### src/hdl/sdac_pkg.sv
package sdac_pkg;

    // line symbols
    localparam logic [7:0] SYM_END     = 8'hC0;
    localparam logic [7:0] SYM_ESC     = 8'hDB;
    localparam logic [7:0] SYM_ESC_END = 8'hDC;
    localparam logic [7:0] SYM_ESC_ESC = 8'hDD;

    // configuration registers
    localparam int CFG_INDEX_W = 2;
    localparam int CFG_DATA_W  = 16;
    localparam logic [CFG_INDEX_W-1:0] CFG_RX_ENABLE      = 2'd0;
    localparam logic [CFG_INDEX_W-1:0] CFG_FRAME_CAPACITY = 2'd1;
    localparam logic        RX_ENABLE_RESET      = 1'b1;
    localparam logic [15:0] FRAME_CAPACITY_RESET = 16'd256;

    // command queue between front and back
    localparam int QUEUE_DEPTH = 4;
    localparam int QUEUE_PTR_W = $clog2(QUEUE_DEPTH);
    localparam int QUEUE_LVL_W = $clog2(QUEUE_DEPTH + 1);

    typedef enum logic
    {
        CMD_DATA = 1'b0,
        CMD_END  = 1'b1
    } cmd_kind_t;

    typedef struct packed
    {
        cmd_kind_t   kind;
        logic        abort;
        logic [7:0]  data;
    } cmd_t;

    typedef struct packed
    {
        logic                   valid;
        logic                   full;
        logic [QUEUE_LVL_W-1:0] level;
    } queue_stat_t;

    typedef enum logic
    {
        KIND_PAYLOAD = 1'b0,
        KIND_END     = 1'b1
    } item_kind_t;

    typedef enum logic [1:0]
    {
        STATUS_GOOD      = 2'd0,
        STATUS_BAD_SUM   = 2'd1,
        STATUS_ABORTED   = 2'd2,
        STATUS_TOO_SHORT = 2'd3
    } frame_status_t;

endpackage

### src/hdl/sdac_front.sv
module sdac_front
(
    input  logic                 clk,
    input  logic                 rst_n,
    input  logic                 in_valid,
    output logic                 in_ready,
    input  logic [7:0]           rx_byte,
    input  logic                 rx_enable,
    input  sdac_pkg::queue_stat_t q_stat,
    output logic                 push,
    output sdac_pkg::cmd_t       cmd
);

    logic escape_reg;
    logic escape_next;
    logic accept;

    assign in_ready = !q_stat.full;
    assign accept   = in_valid && in_ready && rx_enable;

    // escape state
    always_ff @(posedge clk or negedge rst_n)
    begin
        if (!rst_n)
        begin
            escape_reg <= 1'b0;
        end
        else
        begin
            escape_reg <= escape_next;
        end
    end

    // classify the incoming word
    always_comb
    begin
        escape_next = escape_reg;
        push        = 1'b0;
        cmd.kind    = sdac_pkg::CMD_DATA;
        cmd.abort   = 1'b0;
        cmd.data    = rx_byte;
        if (accept)
        begin
            priority if (rx_byte == sdac_pkg::SYM_END)
            begin
                push        = 1'b1;
                cmd.kind    = sdac_pkg::CMD_END;
                cmd.abort   = escape_reg;
                escape_next = 1'b0;
            end
            else if (rx_byte == sdac_pkg::SYM_ESC)
            begin
                escape_next = 1'b1;
            end
            else if (escape_reg)
            begin
                escape_next = 1'b0;
                if (rx_byte == sdac_pkg::SYM_ESC_ESC)
                begin
                    push     = 1'b1;
                    cmd.data = sdac_pkg::SYM_ESC;
                end
                else if (rx_byte == sdac_pkg::SYM_ESC_END)
                begin
                    push     = 1'b1;
                    cmd.data = sdac_pkg::SYM_END;
                end
            end
            else
            begin
                push = 1'b1;
            end
        end
    end

endmodule

### src/hdl/sdac_queue.sv
module sdac_queue
(
    input  logic                  clk,
    input  logic                  rst_n,
    input  logic                  push,
    input  sdac_pkg::cmd_t        push_cmd,
    input  logic                  pop,
    output sdac_pkg::cmd_t        head_cmd,
    output sdac_pkg::queue_stat_t stat
);

    sdac_pkg::cmd_t                       entry_reg [sdac_pkg::QUEUE_DEPTH];
    logic [sdac_pkg::QUEUE_PTR_W-1:0]     wr_ptr_reg;
    logic [sdac_pkg::QUEUE_PTR_W-1:0]     rd_ptr_reg;
    logic [sdac_pkg::QUEUE_LVL_W-1:0]     level_reg;
    logic                                 do_push;
    logic                                 do_pop;

    assign stat.level = level_reg;
    assign stat.valid = (level_reg != '0);
    assign stat.full  = (level_reg == sdac_pkg::QUEUE_LVL_W'(sdac_pkg::QUEUE_DEPTH));
    assign do_push    = push && !stat.full;
    assign do_pop     = pop && stat.valid;
    assign head_cmd   = entry_reg[rd_ptr_reg];

    // storage
    always_ff @(posedge clk)
    begin
        if (do_push)
        begin
            entry_reg[wr_ptr_reg] <= push_cmd;
        end
    end

    // pointers and fill level
    always_ff @(posedge clk or negedge rst_n)
    begin
        if (!rst_n)
        begin
            wr_ptr_reg <= '0;
            rd_ptr_reg <= '0;
            level_reg  <= '0;
        end
        else
        begin
            if (do_push)
            begin
                wr_ptr_reg <= wr_ptr_reg + 1'b1;
            end
            if (do_pop)
            begin
                rd_ptr_reg <= rd_ptr_reg + 1'b1;
            end
            if (do_push && !do_pop)
            begin
                level_reg <= level_reg + 1'b1;
            end
            else if (do_pop && !do_push)
            begin
                level_reg <= level_reg - 1'b1;
            end
        end
    end

endmodule

### src/hdl/sdac_back.sv
module sdac_back
(
    input  logic                  clk,
    input  logic                  rst_n,
    input  sdac_pkg::queue_stat_t q_stat,
    input  sdac_pkg::cmd_t        head_cmd,
    output logic                  pop,
    input  logic [15:0]           frame_capacity,
    input  logic                  restart,
    output logic                  out_valid,
    input  logic                  out_ready,
    output logic                  item_kind,
    output logic [7:0]            payload_byte,
    output logic [1:0]            frame_status,
    output logic [15:0]           payload_length
);

    logic [15:0] count_reg;
    logic [15:0] count_next;
    logic [15:0] sum_reg;
    logic [15:0] sum_next;
    logic [7:0]  older_reg;
    logic [7:0]  older_next;
    logic [7:0]  newer_reg;
    logic [7:0]  newer_next;

    logic                    out_valid_reg;
    logic                    out_valid_next;
    sdac_pkg::item_kind_t    kind_reg;
    sdac_pkg::item_kind_t    kind_next;
    logic [7:0]              byte_reg;
    logic [7:0]              byte_next;
    sdac_pkg::frame_status_t status_reg;
    sdac_pkg::frame_status_t status_next;
    logic [15:0]             length_reg;
    logic [15:0]             length_next;

    logic        have_two;
    logic [15:0] expect_sum;

    assign pop            = q_stat.valid && (!out_valid_reg || out_ready);
    assign have_two       = (count_reg >= 16'd2);
    assign expect_sum     = 16'd0 - sum_reg;
    assign out_valid      = out_valid_reg;
    assign item_kind      = kind_reg;
    assign payload_byte   = byte_reg;
    assign frame_status   = status_reg;
    assign payload_length = length_reg;

    // frame state and output word
    always_comb
    begin
        count_next     = count_reg;
        sum_next       = sum_reg;
        older_next     = older_reg;
        newer_next     = newer_reg;
        out_valid_next = out_valid_reg && !out_ready;
        kind_next      = kind_reg;
        byte_next      = byte_reg;
        status_next    = status_reg;
        length_next    = length_reg;
        if (restart)
        begin
            count_next = '0;
            sum_next   = '0;
            older_next = '0;
            newer_next = '0;
        end
        else if (pop)
        begin
            unique case (head_cmd.kind)
                sdac_pkg::CMD_END:
                begin
                    out_valid_next = 1'b1;
                    kind_next      = sdac_pkg::KIND_END;
                    byte_next      = '0;
                    length_next    = have_two ? count_reg - 16'd2 : 16'd0;
                    priority if (head_cmd.abort)
                    begin
                        status_next = sdac_pkg::STATUS_ABORTED;
                    end
                    else if (!have_two)
                    begin
                        status_next = sdac_pkg::STATUS_TOO_SHORT;
                    end
                    else if (expect_sum == {newer_reg, older_reg})
                    begin
                        status_next = sdac_pkg::STATUS_GOOD;
                    end
                    else
                    begin
                        status_next = sdac_pkg::STATUS_BAD_SUM;
                    end
                    count_next = '0;
                    sum_next   = '0;
                    older_next = '0;
                    newer_next = '0;
                end
                sdac_pkg::CMD_DATA:
                begin
                    if (count_reg < frame_capacity)
                    begin
                        older_next = newer_reg;
                        newer_next = head_cmd.data;
                        count_next = count_reg + 16'd1;
                        if (have_two)
                        begin
                            sum_next       = sum_reg + {8'd0, older_reg};
                            out_valid_next = 1'b1;
                            kind_next      = sdac_pkg::KIND_PAYLOAD;
                            byte_next      = older_reg;
                            status_next    = sdac_pkg::STATUS_GOOD;
                            length_next    = '0;
                        end
                    end
                end
                default:
                begin
                end
            endcase
        end
    end

    // control registers
    always_ff @(posedge clk or negedge rst_n)
    begin
        if (!rst_n)
        begin
            count_reg     <= '0;
            sum_reg       <= '0;
            older_reg     <= '0;
            newer_reg     <= '0;
            out_valid_reg <= 1'b0;
        end
        else
        begin
            count_reg     <= count_next;
            sum_reg       <= sum_next;
            older_reg     <= older_next;
            newer_reg     <= newer_next;
            out_valid_reg <= out_valid_next;
        end
    end

    // output payload
    always_ff @(posedge clk)
    begin
        kind_reg   <= kind_next;
        byte_reg   <= byte_next;
        status_reg <= status_next;
        length_reg <= length_next;
    end

endmodule

### src/hdl/slip_deframer_additive_check.sv
// SLIP receive deframer with 16-bit additive checksum.
// Input channel (in_valid/in_ready, rx_byte): one raw line word per handshake.
// Output channel (out_valid/out_ready): payload words (item_kind 0) stream
// out as decoded; the last two stored bytes of a frame are held back as the
// little-endian checksum. An END closes the frame with one report word
// (item_kind 1) carrying frame_status and payload_length. Frames that do not
// end good must be discarded downstream.
// Config channel (cfg_valid/cfg_ready, cfg_index, cfg_data): index 0 is
// rx_enable, index 1 frame_capacity (write also restarts the frame);
// other indexes are ignored. cfg_ready is always high.
// Throughput: one word per cycle while the command queue is not full. A
// result passes the four-entry command queue between the classifier and the
// frame datapath, then the output register, before it is shown.
// When the receiver stalls the queue fills and in_ready drops once it holds
// four commands; a waiting result does not stop the next word from being accepted.
// Reset: rx_enable 1, frame_capacity 256, no escape pending, empty frame,
// queue empty, out_valid low.
module slip_deframer_additive_check
(
    input  logic                               clk,
    input  logic                               rst_n,
    input  logic                               in_valid,
    output logic                               in_ready,
    input  logic [7:0]                         rx_byte,
    output logic                               out_valid,
    input  logic                               out_ready,
    output logic                               item_kind,
    output logic [7:0]                         payload_byte,
    output logic [1:0]                         frame_status,
    output logic [15:0]                        payload_length,
    input  logic                               cfg_valid,
    output logic                               cfg_ready,
    input  logic [sdac_pkg::CFG_INDEX_W-1:0]   cfg_index,
    input  logic [sdac_pkg::CFG_DATA_W-1:0]    cfg_data
);

    logic                  rx_enable_reg;
    logic [15:0]           capacity_reg;
    logic                  cfg_write;
    logic                  restart;
    logic                  push;
    logic                  pop;
    sdac_pkg::cmd_t        push_cmd;
    sdac_pkg::cmd_t        head_cmd;
    sdac_pkg::queue_stat_t q_stat;

    assign cfg_ready = 1'b1;
    assign cfg_write = cfg_valid && cfg_ready;
    assign restart   = cfg_write && (cfg_index == sdac_pkg::CFG_FRAME_CAPACITY);

    // configuration registers
    always_ff @(posedge clk or negedge rst_n)
    begin
        if (!rst_n)
        begin
            rx_enable_reg <= sdac_pkg::RX_ENABLE_RESET;
            capacity_reg  <= sdac_pkg::FRAME_CAPACITY_RESET;
        end
        else if (cfg_write)
        begin
            if (cfg_index == sdac_pkg::CFG_RX_ENABLE)
            begin
                rx_enable_reg <= cfg_data[0];
            end
            if (cfg_index == sdac_pkg::CFG_FRAME_CAPACITY)
            begin
                capacity_reg <= cfg_data[15:0];
            end
        end
    end

    // classifier
    sdac_front u_front
    (
        .clk       (clk),
        .rst_n     (rst_n),
        .in_valid  (in_valid),
        .in_ready  (in_ready),
        .rx_byte   (rx_byte),
        .rx_enable (rx_enable_reg),
        .q_stat    (q_stat),
        .push      (push),
        .cmd       (push_cmd)
    );

    // command queue
    sdac_queue u_queue
    (
        .clk      (clk),
        .rst_n    (rst_n),
        .push     (push),
        .push_cmd (push_cmd),
        .pop      (pop),
        .head_cmd (head_cmd),
        .stat     (q_stat)
    );

    // frame datapath
    sdac_back u_back
    (
        .clk            (clk),
        .rst_n          (rst_n),
        .q_stat         (q_stat),
        .head_cmd       (head_cmd),
        .pop            (pop),
        .frame_capacity (capacity_reg),
        .restart        (restart),
        .out_valid      (out_valid),
        .out_ready      (out_ready),
        .item_kind      (item_kind),
        .payload_byte   (payload_byte),
        .frame_status   (frame_status),
        .payload_length (payload_length)
    );

    // checks
    a_queue_bound: assert property (@(posedge clk) disable iff (!rst_n)
        q_stat.level <= sdac_pkg::QUEUE_LVL_W'(sdac_pkg::QUEUE_DEPTH))
        else $error("command queue overfilled");

    a_payload_fields: assert property (@(posedge clk) disable iff (!rst_n)
        out_valid && (item_kind == sdac_pkg::KIND_PAYLOAD)
        |-> (frame_status == sdac_pkg::STATUS_GOOD) && (payload_length == 16'd0))
        else $error("payload word carries report fields");

    a_short_length: assert property (@(posedge clk) disable iff (!rst_n)
        out_valid && (item_kind == sdac_pkg::KIND_END)
        && (frame_status == sdac_pkg::STATUS_TOO_SHORT)
        |-> (payload_length == 16'd0) && (payload_byte == 8'd0))
        else $error("short frame report with nonzero length");

    a_pop_needs_room: assert property (@(posedge clk) disable iff (!rst_n)
        pop |-> q_stat.valid && (!out_valid || out_ready))
        else $error("queue popped with no room for the result");

endmodule

### config.mk
export PLATFORM = sky130hd
export DESIGN_NAME = slip_deframer_additive_check
export DESIGN_NICKNAME = d
export VERILOG_FILES = /design/src/hdl/sdac_pkg.sv /design/src/hdl/sdac_front.sv /design/src/hdl/sdac_queue.sv /design/src/hdl/sdac_back.sv /design/src/hdl/slip_deframer_additive_check.sv
export SDC_FILE = /design/constraint.sdc
export NUM_CORES = 1
export LEC_CHECK = 0
export BUFFER_PORTS_ARGS = -buffer_cell sky130_fd_sc_hd__buf_2
export CAP_MARGIN = 20
export CORE_MARGIN = 2
export CORE_UTILIZATION = 52
export CTS_BUF_LIST = sky130_fd_sc_hd__clkbuf_8 sky130_fd_sc_hd__clkbuf_16
export DETAILED_ROUTE_END_ITERATION = 10
export PLACE_DENSITY = 0.78
export SLEW_MARGIN = 20
export SYNTH_ARGS = -nofsm -noshare
export SYNTH_HDL_FRONTEND = slang
export SYNTH_SLANG_ARGS = --single-unit
### constraint.sdc
create_clock -name clk -period 3.7 [get_ports clk]
set_input_delay 0.37 -clock clk [delete_from_list [all_inputs] [get_ports clk]]
set_output_delay 0.37 -clock clk [all_outputs]
set_load 0.02 [all_outputs]
# Yosys cells after proc, flatten, opt, wreduce, memory -nomap -nowiden
# Memories as Yosys holds them, arrays and structs flattened.
# Cells that the tools add are included.
[totals]
mem_count = 1
out_inout_bits = 30
input_bits = 31
mem_bits_rw = 40
regBits = 101
[memory_table]
columns = ["memory", "depth", "width", "read_ports", "rd_clocked_by_memory_dff", "write_ports", "line", "source"]
rows = [
  ["u_queue.entry_reg", 4, 10, 1, 0, 1, "sdac_queue.sv:12", "sdac_pkg::cmd_t entry_reg [sdac_pkg::QUEUE_DEPTH];"],
]
[op_classes]
muxes = 57
order_cmp = 2
bitwise = 2
n_eq_ne = 11
addsub = 8
reduce_logical = 24
[op_table]
columns = ["operator", "n"]
rows = [
  ["$mux 16", 10],
  ["$mux 8", 13],
  ["$pmux 16 s2", 3],
  ["$pmux 8 s2", 3],
  ["$eq 8x8->1 const B", 4],
  ["$mux 1", 17],
  ["$add 16x1->16 const B", 1],
  ["$add 16x8->16", 1],
  ["$eq 16x16->1", 1],
  ["$ge 16x2->1 const B", 1],
  ["$lt 16x16->1", 1],
  ["$sub 1x16->16 const A", 1],
  ["$sub 16x2->16 const B", 1],
  ["$mux 10", 1],
  ["$mux 2", 5],
  ["$logic_and 1x1->1", 9],
  ["$mux 3", 2],
  ["$ne 3x2->1 const B", 2],
  ["$reduce_and 2->1", 3],
  ["$logic_not 1->1", 5],
  ["$add 2x1->2 const B", 2],
  ["$ne 2x1->1 const B", 2],
  ["$pmux 1 s2", 2],
  ["$pmux 2 s2", 1],
  ["other kinds (11)", 13],
]

# Longest topological paths before layout
[depth]
ltp_word = 12
ltp_mapped = 12
ltp_nobuf = 12

# Hierarchy
# Synthesis repeated with hierarchy kept, for this count alone.
[hier_totals]
hier_cells = 672
hier_area_um2 = 7706.1
[by_module_without_submodules]
columns = ["mod", "instances", "seq_area_each_um2", "area_per_inst_um2", "cells_each"]
rows = [
  ["sdac_back", 1, 2037.0, 4898.4, 515],
  ["sdac_queue", 1, 1376.3, 1879.3, 87],
  ["slip_deframer_additive_check", 1, 427.9, 706.9, 40],
  ["sdac_front", 1, 25.0, 221.5, 30],
]

# Worst setup path before layout
# OpenSTA, ideal clock, no wires.
[synth_timing]
path_kind = "register to register"
from = "register u_back.count_reg[5]"
to = "register u_back.status_reg[0], in the netlist u_back.frame_status[0] (enable)"
arrival_ns = 2.352
period_less_slack_ns = 2.734
path_stages_with_launch = 10
setup_slack_ns = 0.966
setup_ns = 0.382
path_cell_list = "dfrtp_1 -> ha_1 -> a21o_1 -> nand3_1 -> a211oi_1 -> a211o_1 -> clkbuf_1 -> nor2_1 -> o211ai_1 -> inv_1"
[synth_via]
elab_chain_len = 3
[synth_rtl]
columns = ["item", "line", "source"]
rows = [
  ["start, declared", "sdac_back.sv:18", "logic [15:0] count_reg;"],
  ["start signal, assigned", "sdac_back.sv:137", "count_reg <= count_next;"],
  ["$ge 16x2->1 or $lt 16x16->1 (tied branches)", "sdac_back.sv:42, sdac_back.sv:101", ""],
  ["$ne 2x1->1 (no line)", "n/a", ""],
  ["$reduce_and 4->1 (no line) *", "n/a", ""],
  ["end signal, assigned", "sdac_back.sv:150", "status_reg <= status_next;"],
  ["end, declared", "sdac_back.sv:33", "sdac_pkg::frame_status_t status_reg;"],
]
# Every way passes the cells marked *; elsewhere a longest branch is shown, timed or not.
# A chain may end at the register's enable or synchronous reset.

# Worst setup path after layout
[layout_timing]
from = "register u_back.count_reg[13]"
to = "register u_back.status_reg[0], in the netlist u_back.frame_status[0] (enable)"
# The elaborated chain is that of the path after synthesis.

==> impl_results.md <==
* Vias in the first global route at 5,670
* Total Wirelength at 16,700 um
* Synth Cell Area at 7460 sq um
* Starting Density at approximately 54%
* Top Ports at a little over 60
* Initial DRC count at slightly above 400
* Final Hold Fails at 0
* Post-DR wirelength/cell at 17.7 um
* Overflow after GRT at 0
* Cell count after synthesis at 698
* Synth Warn # at 0
* # diodes at 0
* Clk_skew at 0.00920 ns
* Max reg flops at 40
* Unrepaired setup endpoints after global routing: false
* Worst slew pin tran at 0.929 ns
* Worst min path class: input pin to async pin
* Clk buf depth at 2
* Die ar. at 15,300 sq um
* Max Freq at 325 MHz
* First-pass GRT wire length at 27,800 um
* Post-synth EDFFs at 67
* Root Buffer: clkbuf_16
* Residual DRC at 0
* Port bufs at 59
* Req. time, crit path at 3.72 ns
* Worst-path cell chain: ha_1, nand4_1, a211oi_1, a211o_1, nor2_1, o211ai_1, inv_1
* Int Power at 0.00385 W
* Area growth, synth to finish at 14.5%
* GP Congestion at 1.00
* Maximum fanout along the worst path at 27
* Leak pwr at between 3 and 4 nW
* Vias per cell at 5.84
* Worst slew margin at around two fifths
* Sw power at between 0.002 and 0.0025 W
* Outcome: finished clean
* Clock share of power at 30.3%
* Post-route ant nets at 0
* GR Util All Layers at around 24%
* FF+latch count, synth at ~140
* Area share of the largest cell type after synthesis at a little over a quarter
* CTS sink count at 141
* Sequential share of the synthesized area at approximately half
* Sequential share of power at 38.4%
* Resized cells post-CTS at 0
* Worst Setup End Kind: register
* Top_reg_cell synth: dfrtp_1
* Htree depth at 4
* Period minus WS final at approximately 3.1 ns
* Pins Over Slew Limit at 0
* Cell taking the most area after synthesis: edfxtp_1
* Critical path type: register to register
* Worst reg2reg path depth at 7
* Layout cells sized above 1 at ~17%
* Synth Net Count at 764
* Synth area leaders: edfxtp_1 (27%), dfrtp_1 (24%), ha_1 (5.5%)
* Largest net degree at the start of global routing at 38
* Cell Rows at 43
* Slowest cell on crit path: a211o_1
* Peak supply drop at 422 uV
* Die Wd at about 120 um
* Clock buffer count from CTS at 17
* Fin Setup TNS at 0 ns
* Post-synth ARST share at a little over half
* Setup bufs post-CTS at 0
* Worst setup SP type: register
* Hold_buf cts at 0
* Final non-filler cell total at around 940
* Period utilization at 83.2%
* Peak per-stage delay on the critical path at 0.50 ns
* Drt pass-1 iters at 7
* Combinational power share at 31.3%
* Nets at 816
* Number of distinct library cells after synthesis at 61
* Cells after DPL at between 900 and 1,000
* HPWL after DPL at roughly 12,000 um
* WP data arrival at 3.10 ns
* Pwr per Cell Area at 694 nW/um^2
* Initial antenna violation count at 0
* Clock slew at reported path FFs at 0.06 ns
* Final setup violating endpoints at 0
* Maxcap violations at 0
* Die height at 124 um
* Mapped Avg Cell Area at 10.7 sq um
* Sw frac at 35.1%
* DR vias at 5,509
* Clk_lat worst skew at between 0.4 and 0.5 ns
* TritonCTS clock tree: built
* Core Box Area at 13,900 sq um
[path summary, 6_finish.rpt]
| check | startpoint | to | slack (ns) |
|---|---|---|---|
| hold / removal | rst_n | u_queue.wr_ptr_reg[1]$_DFFE_PN0P_ | 0.07 |
| setup reg to reg | u_back.count_reg[13]$_DFFE_PN0P_ | u_back.frame_status[0]$_SDFFCE_PP0P_ | 0.62 |
| min in group clk | cfg_data[11] | capacity_reg[11]$_DFFE_PN0P_ | 0.15 |
| max in group asynchronous | rst_n | capacity_reg[8]$_DFFE_PN1P_ | 2.76 |
| hold reg to reg | capacity_reg[8]$_DFFE_PN1P_ | capacity_reg[8]$_DFFE_PN1P_ | 0.51 |
| setup / recovery | u_back.count_reg[13]$_DFFE_PN0P_ | u_back.frame_status[0]$_SDFFCE_PP0P_ | 0.62 |
[Yosys cell counts (all sizes together) (3+ instances only)]
cell,instances
clkbuf,27
nand3b,3
o21ai,45
a31o,7
o41ai,3
mux2,3
mux4,10
a21oi,17
a211oi,6
mux2i,8
or2,4
xor2,15
nor4,8
nor3,20
a21boi,3
and2,7
inv,34
o22ai,4
nor2b,12
dfrtp,72
and3,11
nand2b,11
o31a,5
nand3,34
a31oi,3
nand2,77
edfxtp,67
a21o,5
nand4,13
o31ai,8
nor2,47
xnor2,38
buf,7
ha,33
or3,6
[power groups by stage]
| stage | sequential [W] | combinational, W | clock (W) |
|---|---|---|---|
| 5_1_grt | 0.00232 | 0.00205 | 0.00188 |
| 4_1_cts | 0.00228 | 0.00186 | 0.00181 |
| 2_1_floorplan | 0.00244 | 0.00114 | 0 |
| 3_3_place_gp | 0.00229 | 0.00180 | 0 |
| 3_5_place_dp | 0.00231 | 0.00184 | 0 |
| 6_report | 0.00228 | 0.00186 | 0.00180 |
[stage by stage]
step	hold WS (ns)	total power, W	utilization [%]	setup slack (ns)	area, sq um
global placement	0.482	0.00409	56.8	0.787	7910
CTS	0.0925	0.00595	61.2	0.662	8530
floorplan	0.0744	0.00358	-	0.966	7460
finish	0.0668	0.00593	61.3	0.621	8540
detailed placement	0.511	0.00416	56.8	0.555	7910
global route	0.111	0.00625	61.3	0.454	8540
[critical path, delay by kind of cell, from the launching register on]
kind | cells | cell delay [ns]
DFF | 1 | 0.48
and+or+nand+nor | 2 | 0.31
AOI/OAI and AO/OA | 3 | 1.07
buffers and inverters | 1 | 0.46
adders and majority gates | 1 | 0.35
[layout by cell type, fill, tap and decap left out, drive strengths merged, types with 3 or more instances in the layout]
cell type  instances
nand2             77
dfrtp             72
edfxtp            67
buf               67
nor2              47
o21ai             45
xnor2             38
inv               36
nand3             34
ha                33
nor3              20
clkbuf            17
a21oi             17
xor2              15
nand4             13
nor2b             12
and3              11
nand2b            11
mux4              10
nor4               8
mux2i              8
o31ai              8
and2               7
a31o               7
or3                6
a211oi             6
o31a               5
a21o               5
clkinv             5
bufinv             4
clkinvlp           4
or2                4
o22ai              4
nand3b             3
a21boi             3
a31oi              3
mux2               3
o41ai              3
[cell type report]
cell class | count | area (sq um)
Clock buffer | 17 | 425
Tap cell | 180 | 225
Timing Repair Buffer | 67 | 355
Inverter | 34 | 128
Clock inverter | 15 | 199
Multi-Input combinational cell | 489 | 3340
Sequential cell | 141 | 3870
Fill cell | 1101 | 5390
[logic make-up after synthesis]
family | synth area share, %
simple gates | 17.5
flops | 51.8
compound gates | 10.3
buf+inv | 3.54
xor+xnor | 6.22
fa+ha+maj | 6.07
mux | 4.54
other cells | 0.0503
[per-layer routing]
| layer | track usage (%) | vias to the layer above | wire length (um) |
|---|---|---|---|
| li1 | - | 2599 | - |
| met1 | 31.2 | 2648 | 6980 |
| met2 | 38.6 | 218 | 7960 |
| met3 | 5.95 | 44 | 1310 |
| met4 | 10.3 | 0 | 425 |
| met5 | 0 | - | 0 |
Power figures use the tool's default switching activity.
